`src/hdl/cpv_pkg.sv`:
```
// Command packet validator package: verdict codes, controller states,
// control/status structs and the CRC-16 byte update. No dependencies.
package cpv_pkg;

    localparam int          RX_DATA_W   = 8;
    localparam int          TX_DATA_W   = 16;
    localparam int          INDEX_W     = 6;
    localparam int          VERDICT_W   = 3;
    localparam logic [31:0] MAGIC_RESET = 32'hC0DE_0001;
    localparam logic [15:0] CRC_POLY    = 16'h1021;
    localparam logic [15:0] CRC_INIT    = 16'hFFFF;

    typedef enum logic [VERDICT_W-1:0] {
        V_ACCEPT = 3'd0,
        V_LENGTH = 3'd1,
        V_MAGIC  = 3'd2,
        V_CRC    = 3'd3,
        V_REPEAT = 3'd4
    } t_verdict;

    typedef enum logic [1:0] {
        S_RX,
        S_CHECK,
        S_REPLAY
    } t_state;

    typedef struct packed {
        logic accept_byte;
        logic start_replay;
        logic load_reject;
        logic load_byte;
        logic clear_pkt;
    } t_dp_cmd;

    typedef struct packed {
        logic     out_free;
        logic     idx_last;
        t_verdict verdict;
    } t_dp_status;

    function automatic logic [15:0] crc16_byte(input logic [15:0] crc,
                                               input logic [7:0]  data);
        logic [15:0] c;
        c = crc ^ {data, 8'h00};
        for (int k = 0; k < 8; k++) begin
            c = c[15] ? ({c[14:0], 1'b0} ^ CRC_POLY) : {c[14:0], 1'b0};
        end
        return c;
    endfunction

endpackage

```
`src/hdl/cpv_ram.sv`:
```
// Generic single-write, single-read RAM with registered read data.
// No dependencies.
module cpv_ram #(
    parameter int WIDTH = 8,
    parameter int DEPTH = 36
) (
    input  logic                     i_clk,
    input  logic                     i_wr_en,
    input  logic [$clog2(DEPTH)-1:0] i_wr_addr,
    input  logic [WIDTH-1:0]         i_wr_data,
    input  logic [$clog2(DEPTH)-1:0] i_rd_addr,
    output logic [WIDTH-1:0]         o_rd_data
);

    logic [WIDTH-1:0] r_mem [DEPTH];
    logic [WIDTH-1:0] r_rd_data;

    always_ff @(posedge i_clk) begin
        if (i_wr_en) begin
            r_mem[i_wr_addr] <= i_wr_data;
        end
        r_rd_data <= r_mem[i_rd_addr];
    end

    assign o_rd_data = r_rd_data;

endmodule

```
`src/hdl/cpv_ctrl.sv`:
```
// Command packet validator controller: receive, check and replay sequencing.
// Depends on cpv_pkg.
module cpv_ctrl
    import cpv_pkg::*;
(
    input  logic       i_clk,
    input  logic       i_rst_n,
    input  logic       i_rx_valid,
    input  logic       i_rx_last,
    input  t_dp_status i_status,
    output logic       o_rx_ready,
    output t_dp_cmd    o_cmd
);

    t_state r_state;
    t_state n_state;

    always_ff @(posedge i_clk) begin
        if (!i_rst_n) begin
            r_state <= S_RX;
        end else begin
            r_state <= n_state;
        end
    end

    always_comb begin
        n_state    = r_state;
        o_rx_ready = 1'b0;
        o_cmd      = '0;
        case (r_state)
            S_RX: begin
                o_rx_ready        = 1'b1;
                o_cmd.accept_byte = i_rx_valid;
                if (i_rx_valid && i_rx_last) begin
                    n_state = S_CHECK;
                end
            end
            S_CHECK: begin
                if (i_status.out_free) begin
                    o_cmd.clear_pkt = 1'b1;
                    if (i_status.verdict != V_ACCEPT) begin
                        o_cmd.load_reject = 1'b1;
                        n_state           = S_RX;
                    end else begin
                        o_cmd.start_replay = 1'b1;
                        n_state            = S_REPLAY;
                    end
                end
            end
            S_REPLAY: begin
                if (i_status.out_free) begin
                    o_cmd.load_byte = 1'b1;
                    if (i_status.idx_last) begin
                        n_state = S_RX;
                    end
                end
            end
            default: begin
                n_state = S_RX;
            end
        endcase
    end

endmodule

```
`src/hdl/cpv_dpath.sv`:
```
// Command packet validator datapath: packet store, CRC, field capture,
// verdict logic and output register. Depends on cpv_pkg and cpv_ram.
module cpv_dpath
    import cpv_pkg::*;
#(
    parameter int PACKET_BYTES = 36
) (
    input  logic                   i_clk,
    input  logic                   i_rst_n,
    input  t_dp_cmd                i_cmd,
    input  logic [RX_DATA_W-1:0]   i_rx_byte,
    input  logic                   i_cfg_wr_en,
    input  logic [31:0]            i_cfg_wr_data,
    input  logic                   i_out_ready,
    output t_dp_status             o_status,
    output logic                   o_out_valid,
    output t_verdict               o_out_verdict,
    output logic [7:0]             o_out_byte,
    output logic [INDEX_W-1:0]     o_out_index,
    output logic                   o_out_last
);

    localparam int AW = $clog2(PACKET_BYTES);
    localparam int CW = $clog2(PACKET_BYTES + 1);

    logic [31:0]   r_magic_cfg;
    logic [31:0]   r_last_seq;
    logic [CW-1:0] r_count;
    logic [15:0]   r_crc;
    logic          r_len_err;
    logic [31:0]   r_rx_magic;
    logic [31:0]   r_rx_seq;
    logic [15:0]   r_rx_crc;
    logic [AW-1:0] r_rd_idx;
    logic [AW-1:0] n_rd_idx;
    logic          r_out_valid;
    t_verdict      r_out_verdict;
    logic [7:0]    r_out_byte;
    logic [AW-1:0] r_out_index;
    logic          r_out_last;
    logic [7:0]    rd_data;
    logic          wr_en;
    logic          idx_last;
    t_verdict      verdict;

    assign wr_en    = i_cmd.accept_byte && (r_count < CW'(PACKET_BYTES));
    assign idx_last = (r_rd_idx == AW'(PACKET_BYTES - 1));

    cpv_ram #(
        .WIDTH (8),
        .DEPTH (PACKET_BYTES)
    ) u_store (
        .i_clk     (i_clk),
        .i_wr_en   (wr_en),
        .i_wr_addr (r_count[AW-1:0]),
        .i_wr_data (i_rx_byte),
        .i_rd_addr (n_rd_idx),
        .o_rd_data (rd_data)
    );

    always_ff @(posedge i_clk) begin
        if (!i_rst_n) begin
            r_magic_cfg <= MAGIC_RESET;
        end else if (i_cfg_wr_en) begin
            r_magic_cfg <= i_cfg_wr_data;
        end
    end

    // receive side
    always_ff @(posedge i_clk) begin
        if (!i_rst_n) begin
            r_count   <= '0;
            r_crc     <= CRC_INIT;
            r_len_err <= 1'b0;
        end else if (i_cmd.clear_pkt) begin
            r_count   <= '0;
            r_crc     <= CRC_INIT;
            r_len_err <= 1'b0;
        end else if (i_cmd.accept_byte) begin
            if (wr_en) begin
                r_count <= r_count + CW'(1);
                if (r_count < CW'(PACKET_BYTES - 2)) begin
                    r_crc <= crc16_byte(r_crc, i_rx_byte);
                end
            end else begin
                r_len_err <= 1'b1;
            end
        end
    end

    // header and trailer fields, shifted in little-endian
    always_ff @(posedge i_clk) begin
        if (wr_en) begin
            if (r_count < CW'(4)) begin
                r_rx_magic <= {i_rx_byte, r_rx_magic[31:8]};
            end
            if (r_count >= CW'(4) && r_count < CW'(8)) begin
                r_rx_seq <= {i_rx_byte, r_rx_seq[31:8]};
            end
            if (r_count >= CW'(PACKET_BYTES - 2)) begin
                r_rx_crc <= {i_rx_byte, r_rx_crc[15:8]};
            end
        end
    end

    always_comb begin
        if (r_len_err || (r_count != CW'(PACKET_BYTES))) begin
            verdict = V_LENGTH;
        end else if (r_rx_magic != r_magic_cfg) begin
            verdict = V_MAGIC;
        end else if (r_rx_crc != r_crc) begin
            verdict = V_CRC;
        end else if (r_rx_seq == r_last_seq) begin
            verdict = V_REPEAT;
        end else begin
            verdict = V_ACCEPT;
        end
    end

    always_ff @(posedge i_clk) begin
        if (!i_rst_n) begin
            r_last_seq <= '0;
        end else if (i_cmd.start_replay) begin
            r_last_seq <= r_rx_seq;
        end
    end

    // replay read address; the RAM reads the next index, so read data matches the held index
    always_comb begin
        if (i_cmd.start_replay) begin
            n_rd_idx = '0;
        end else if (i_cmd.load_byte && !idx_last) begin
            n_rd_idx = r_rd_idx + AW'(1);
        end else begin
            n_rd_idx = r_rd_idx;
        end
    end

    always_ff @(posedge i_clk) begin
        if (!i_rst_n) begin
            r_rd_idx <= '0;
        end else begin
            r_rd_idx <= n_rd_idx;
        end
    end

    // output register
    always_ff @(posedge i_clk) begin
        if (!i_rst_n) begin
            r_out_valid <= 1'b0;
        end else if (i_cmd.load_reject || i_cmd.load_byte) begin
            r_out_valid <= 1'b1;
        end else if (i_out_ready) begin
            r_out_valid <= 1'b0;
        end
    end

    always_ff @(posedge i_clk) begin
        if (i_cmd.load_reject) begin
            r_out_verdict <= verdict;
            r_out_byte    <= '0;
            r_out_index   <= '0;
            r_out_last    <= 1'b1;
        end else if (i_cmd.load_byte) begin
            r_out_verdict <= V_ACCEPT;
            r_out_byte    <= rd_data;
            r_out_index   <= r_rd_idx;
            r_out_last    <= idx_last;
        end
    end

    assign o_status.out_free = !r_out_valid || i_out_ready;
    assign o_status.idx_last = idx_last;
    assign o_status.verdict  = verdict;

    assign o_out_valid   = r_out_valid;
    assign o_out_verdict = r_out_verdict;
    assign o_out_byte    = r_out_byte;
    assign o_out_index   = INDEX_W'(r_out_index);
    assign o_out_last    = r_out_last;

endmodule

```
`src/hdl/command_packet_validator.sv`:
```
// Command packet validator: takes one byte per cycle while receiving. After the last byte
// is taken and the output register is free, a reject verdict is loaded into that register;
// an accepted packet is instead replayed as PACKET_BYTES results, one per cycle while the
// output is not stalled. Input is held off from the last byte until the final result is
// in the output register. Synchronous active-low reset; packet store contents are not reset.
module command_packet_validator
    import cpv_pkg::*;
#(
    parameter int PACKET_BYTES = 36
) (
    input  logic                 i_clk,
    input  logic                 i_rst_n,
    input  logic                 i_s_axis_tvalid,
    output logic                 o_s_axis_tready,
    input  logic [RX_DATA_W-1:0] i_s_axis_tdata,   // [7:0] rx_byte
    input  logic                 i_s_axis_tlast,   // rx_last
    output logic                 o_m_axis_tvalid,
    input  logic                 i_m_axis_tready,
    output logic [TX_DATA_W-1:0] o_m_axis_tdata,   // [7:0] out_byte, [13:8] out_index
    output logic [VERDICT_W-1:0] o_m_axis_tuser,   // [2:0] verdict
    output logic                 o_m_axis_tlast,   // out_last
    input  logic                 i_cfg_wr_en,
    input  logic [31:0]          i_cfg_wr_data     // expected_magic
);

    t_dp_cmd            s_cmd;
    t_dp_status         s_status;
    t_verdict           s_verdict;
    logic [7:0]         s_out_byte;
    logic [INDEX_W-1:0] s_out_index;

    cpv_ctrl u_ctrl (
        .i_clk      (i_clk),
        .i_rst_n    (i_rst_n),
        .i_rx_valid (i_s_axis_tvalid),
        .i_rx_last  (i_s_axis_tlast),
        .i_status   (s_status),
        .o_rx_ready (o_s_axis_tready),
        .o_cmd      (s_cmd)
    );

    cpv_dpath #(
        .PACKET_BYTES (PACKET_BYTES)
    ) u_dpath (
        .i_clk         (i_clk),
        .i_rst_n       (i_rst_n),
        .i_cmd         (s_cmd),
        .i_rx_byte     (i_s_axis_tdata),
        .i_cfg_wr_en   (i_cfg_wr_en),
        .i_cfg_wr_data (i_cfg_wr_data),
        .i_out_ready   (i_m_axis_tready),
        .o_status      (s_status),
        .o_out_valid   (o_m_axis_tvalid),
        .o_out_verdict (s_verdict),
        .o_out_byte    (s_out_byte),
        .o_out_index   (s_out_index),
        .o_out_last    (o_m_axis_tlast)
    );

    assign o_m_axis_tdata = {{(TX_DATA_W - 8 - INDEX_W){1'b0}}, s_out_index, s_out_byte};
    assign o_m_axis_tuser = s_verdict;

    // rejection is a single, empty, final transfer
    a_reject_shape: assert property (@(posedge i_clk) disable iff (!i_rst_n)
        (o_m_axis_tvalid && (o_m_axis_tuser != V_ACCEPT))
            |-> (o_m_axis_tlast && (o_m_axis_tdata == '0)))
        else $error("reject transfer not final or not empty");

    // replay ends on the last packet position
    a_replay_end: assert property (@(posedge i_clk) disable iff (!i_rst_n)
        (o_m_axis_tvalid && o_m_axis_tlast && (o_m_axis_tuser == V_ACCEPT))
            |-> (o_m_axis_tdata[13:8] == INDEX_W'(PACKET_BYTES - 1)))
        else $error("replay ended at wrong index");

    // no input is taken while the packet is replayed
    a_no_rx_in_replay: assert property (@(posedge i_clk) disable iff (!i_rst_n)
        (s_cmd.load_byte || s_cmd.load_reject) |-> !o_s_axis_tready)
        else $error("input taken during verdict or replay");

endmodule

```
`config.mk`:
```
export PLATFORM = sky130hd
export DESIGN_NAME = command_packet_validator
export DESIGN_NICKNAME = d
export VERILOG_FILES = /design/src/hdl/cpv_pkg.sv /design/src/hdl/cpv_ram.sv /design/src/hdl/cpv_ctrl.sv /design/src/hdl/cpv_dpath.sv /design/src/hdl/command_packet_validator.sv
export SDC_FILE = /design/constraint.sdc
export NUM_CORES = 1
export LEC_CHECK = 0
export BUFFER_PORTS_ARGS = -buffer_cell sky130_fd_sc_hd__buf_4
export CAP_MARGIN = 20
export CORE_MARGIN = 2
export CORE_UTILIZATION = 52
export CTS_BUF_LIST = sky130_fd_sc_hd__clkbuf_4
export CTS_CLUSTER_DIAMETER = 40
export DETAILED_ROUTE_END_ITERATION = 10
export PLACE_DENSITY = 0.69
export SETUP_SLACK_MARGIN = 0.2
export SLEW_MARGIN = 15
export SYNTH_ARGS = -nofsm -noshare
export SYNTH_HDL_FRONTEND = slang
export SYNTH_SLANG_ARGS = --single-unit
export TNS_END_PERCENT = 1
```
`constraint.sdc`:
```
create_clock -name i_clk -period 4.75 [get_ports i_clk]
set_input_delay 0.95 -clock i_clk [delete_from_list [all_inputs] [get_ports i_clk]]
set_output_delay 0.95 -clock i_clk [all_outputs]
set_load 0.005 [all_outputs]
```
==> results.md <==
- Status: complete, no violations
- Site row count: between 70 and 80
- Dpl hpwl: about 34 mm
- Chip width: about 200 um
- Cell variety after synth: between 80 and 90
- Vias per std cell: approximately 5.9
- RSZ-0062 raised after global routing: no
- Clk_skew: around 0.08 ns
- Post-CTS setup buffers: 0
- Largest net degree at the start of global routing: between 70 and 80
- Cell mode on critical path: a211o_1
- Number of I/O pins: 68
- Area taken by multi-input logic gates: just over 6000 um^2
- Most common cell after layout, fill and taps aside: edfxtp_1
- Clk Latency, worst-skew pair: between 0.8 and 0.9 ns
- Core footprint: 37670 um^2
- Synth Register Bits: 490
- Final setup fails: 0
- Yosys warns: 0
- Register area share after synthesis: 0.6784
- Maximum root-to-sink buffer count: 3
- Placement Setup Slack: ~0.61 ns
- Max VDD drop: approximately 190 uV
- DRT iter0 DRCs: around 1400
- Share of cells above drive strength 1: 0.1865
- Worst hold path class: primary input to flip-flop
- Critical path startpoint category: flip-flop
- Vias: roughly 13000
- Grt ovf: 0
- Final min period: around 4.0 ns
- Average size of a mapped cell: between 10 and 15 um^2
- Post-Syn Area: 19930 um^2
- Final worst slack: 0.7105 ns
- Commonest non-fill, non-tap cells in the layout: edfxtp_1 (371), nand2_1 (233), clkbuf_4 (180)
- Clk pin slew, worst setup/hold paths: around 0.070 ns
- Final period util: 0.8504
- Wire length per cell: about 24 um
- Max Fclk: approximately 250 MHz
- Cell count after synthesis: 1525
- Vias in the first global route: around 13000
- Most used DFF post-synth: edfxtp_1
- Final Net Count: about 1700
- First-pass GRT wire length: around 80 mm
- DRC viols: 0
- P_leak: ~7.8 nW
- Arrival time worst endpoint: around 4.8 ns
- Ys async rst share: 0
- Gpl congestion: approximately 0.93
- Register area: between 10000 and 15000 um^2
- Critical path peak fanout: 21
- Initial antenna violation count: 1
- MaxCap Viol Count: 0
- Post-synth EDFFs: 371
- Top post-synthesis cells by area: edfxtp_1 (56%), dfxtp_1 (12%), nand2_1 (4.4%), mux2i_1 (3.5%), xnor2_1 (3.5%)
- Area fraction of the dominant cell type after synthesis: 0.5589
- GR Util All Layers: 0.2733
- Die area: 39920 um^2
- Effective utilization at floorplan: 0.5292
- H-tree levels: 3
- Filler cells: 3057
- Die Y: ~200 um
- Rel. slew slack: 0.2354
- Sink Count: between 400 and 500
- CP Capture Type: flip-flop
- Crit-path cells: ha_1 > and2_1 > a211o_1 > xnor2_4 > nor2_2 > a21oi_4 > o32ai_1 > or3_1 > a211o_1 > a31oi_1
- Critical path's slowest cell: xnor2_4
- Worst path required time: between 5 and 6 ns
- CTS root buffer: clkbuf_4
- DR pass1 iterations: 5
- # hold bufs at CTS: 0
- Port bufs: 65
- Final Hold Viols: 0
- Post-route setup TNS: 0 ns
- Max-slew violations: 0
- Num CTS Buffers: 120
- Power per cell area: 377.7 nW/um^2
- Worst-margin pin slew: ~1.1 ns
- CTS tree: yes
- WL final: roughly 54 mm
- Dominant cell type by area after synthesis: edfxtp_1
- Crit path kind: flip-flop to flip-flop
- Post-cts sizing count: 0
- Slowest Stage Delay on Critical Path: about 0.65 ns
- Detail Route Antenna Nets: 0
- Area growth, synth to finish: 12.90%
-- cell type report --
| cell class | instances | area share |
|---|---|---|
| multi-input cells | 947 | 0.2686 |
| repair buffers | 97 | 0.03291 |
| clock buffers | 180 | 0.06004 |
| well taps | 511 | 0.02841 |
| clock inverters | 44 | 0.007895 |
| flip-flops and latches | 490 | 0.6009 |
| diodes | 2 | 0.0002224 |
| inverters | 6 | 0.001001 |
-- synth_stat cells (all sizes together) (9+ instances only) --
cell type / number
nor3: 14
nor2b: 27
xnor2: 81
a211oi: 9
dfxtp: 119
mux2i: 70
xor2: 33
and2: 12
nand3: 28
a31oi: 19
buf: 45
edfxtp: 371
a22oi: 10
o21ai: 22
nor4: 18
nand4: 29
clkbuf: 38
nand2: 235
o22ai: 9
a21boi: 35
nor2: 98
a21oi: 52
and3: 10
o211ai: 22
-- sequential cells by signal, summed over array words and instances (netlist names), 3 cells and up --
signal and cells:
u_dpath.u_store.r_mem 288, u_dpath.r_last_seq 32, u_dpath.r_magic_cfg 32, u_dpath.r_rx_magic 32, u_dpath.r_rx_seq 32, u_dpath.r_crc 16
u_dpath.r_rx_crc 16, u_dpath.o_out_byte 8, u_dpath.u_store.o_rd_data 8, u_dpath.o_out_index 6, u_dpath.r_count 6, u_dpath.r_rd_idx 6
u_dpath.o_out_verdict 3
-- cell families (layout without fill, tap and decap cells) --
kind of cell / count (synthesis) / count (layout) / synth area share
buffers and inverters: 89 / 327 / 0.02165
other: 1 / 4 / 0.0001881
AOI/OAI and AO/OA: 256 / 256 / 0.09183
and+or+nand+nor: 493 / 493 / 0.1146
muxes: 79 / 79 / 0.04099
adders and majority gates: 3 / 3 / 0.001883
DFF: 490 / 490 / 0.6784
xor gates and xnor gates: 114 / 114 / 0.05046
-- final timing paths --
path | slack (ns) | depth (start not counted) | from | end
setup / recovery | 0.71 | 10 | u_dpath.r_rd_idx[1] | u_dpath.u_store.o_rd_data[5]
hold / removal | 0.35 | 3 | i_cfg_wr_data[22] | u_dpath.r_magic_cfg[22]
setup reg to reg | 0.71 | 10 | u_dpath.r_rd_idx[1] | u_dpath.u_store.o_rd_data[5]
hold reg to reg | 0.45 | 2 | u_dpath.o_out_byte[2] | u_dpath.o_out_byte[2]
-- report_power, final --
group	switching, W	internal, W
clock	0.00166	0.00173
combinational	0.000222	0.000149
sequential	0.0000589	0.00468
-- critical path, delay by kind of cell, from the launching register on --
kind                     cells  cell delay (ns)
AO/OA/AOI/OAI                5             1.60
XOR/XNOR                     1             0.65
adder cells (fa/ha/maj)      1             0.32
flip-flops                   1             0.46
AND/OR/NAND/NOR              3             0.90
-- through the flow --
| stage | power (W) | hold WS, ns | std cells | util | area (um^2) |
|---|---|---|---|---|---|
| floorplan | 0.005039 | 0.4174 | 1526 | - | 19940 |
| detailed placement | 0.005199 | 0.4472 | 2051 | 0.5568 | 20970 |
| global route | 0.008847 | 0.3170 | 2277 | 0.5975 | 22510 |
| CTS | 0.008568 | 0.2841 | 2275 | 0.5974 | 22500 |
| global placement | 0.005191 | 0.4453 | 2051 | 0.5568 | 20970 |
| finish | 0.008500 | 0.3492 | 2277 | 0.5975 | 22510 |
-- per-layer routing --
layer / track usage / part of all wire / vias up
met5: 0 / 0 / -
met4: 0.09273 / 0.025 / 0
met3: 0.05880 / 0.098 / 94
met2: 0.4120 / 0.44 / 731
met1: 0.3960 / 0.43 / 6537
li1: - / - / 6020
(Power assumes the default switching activity.)
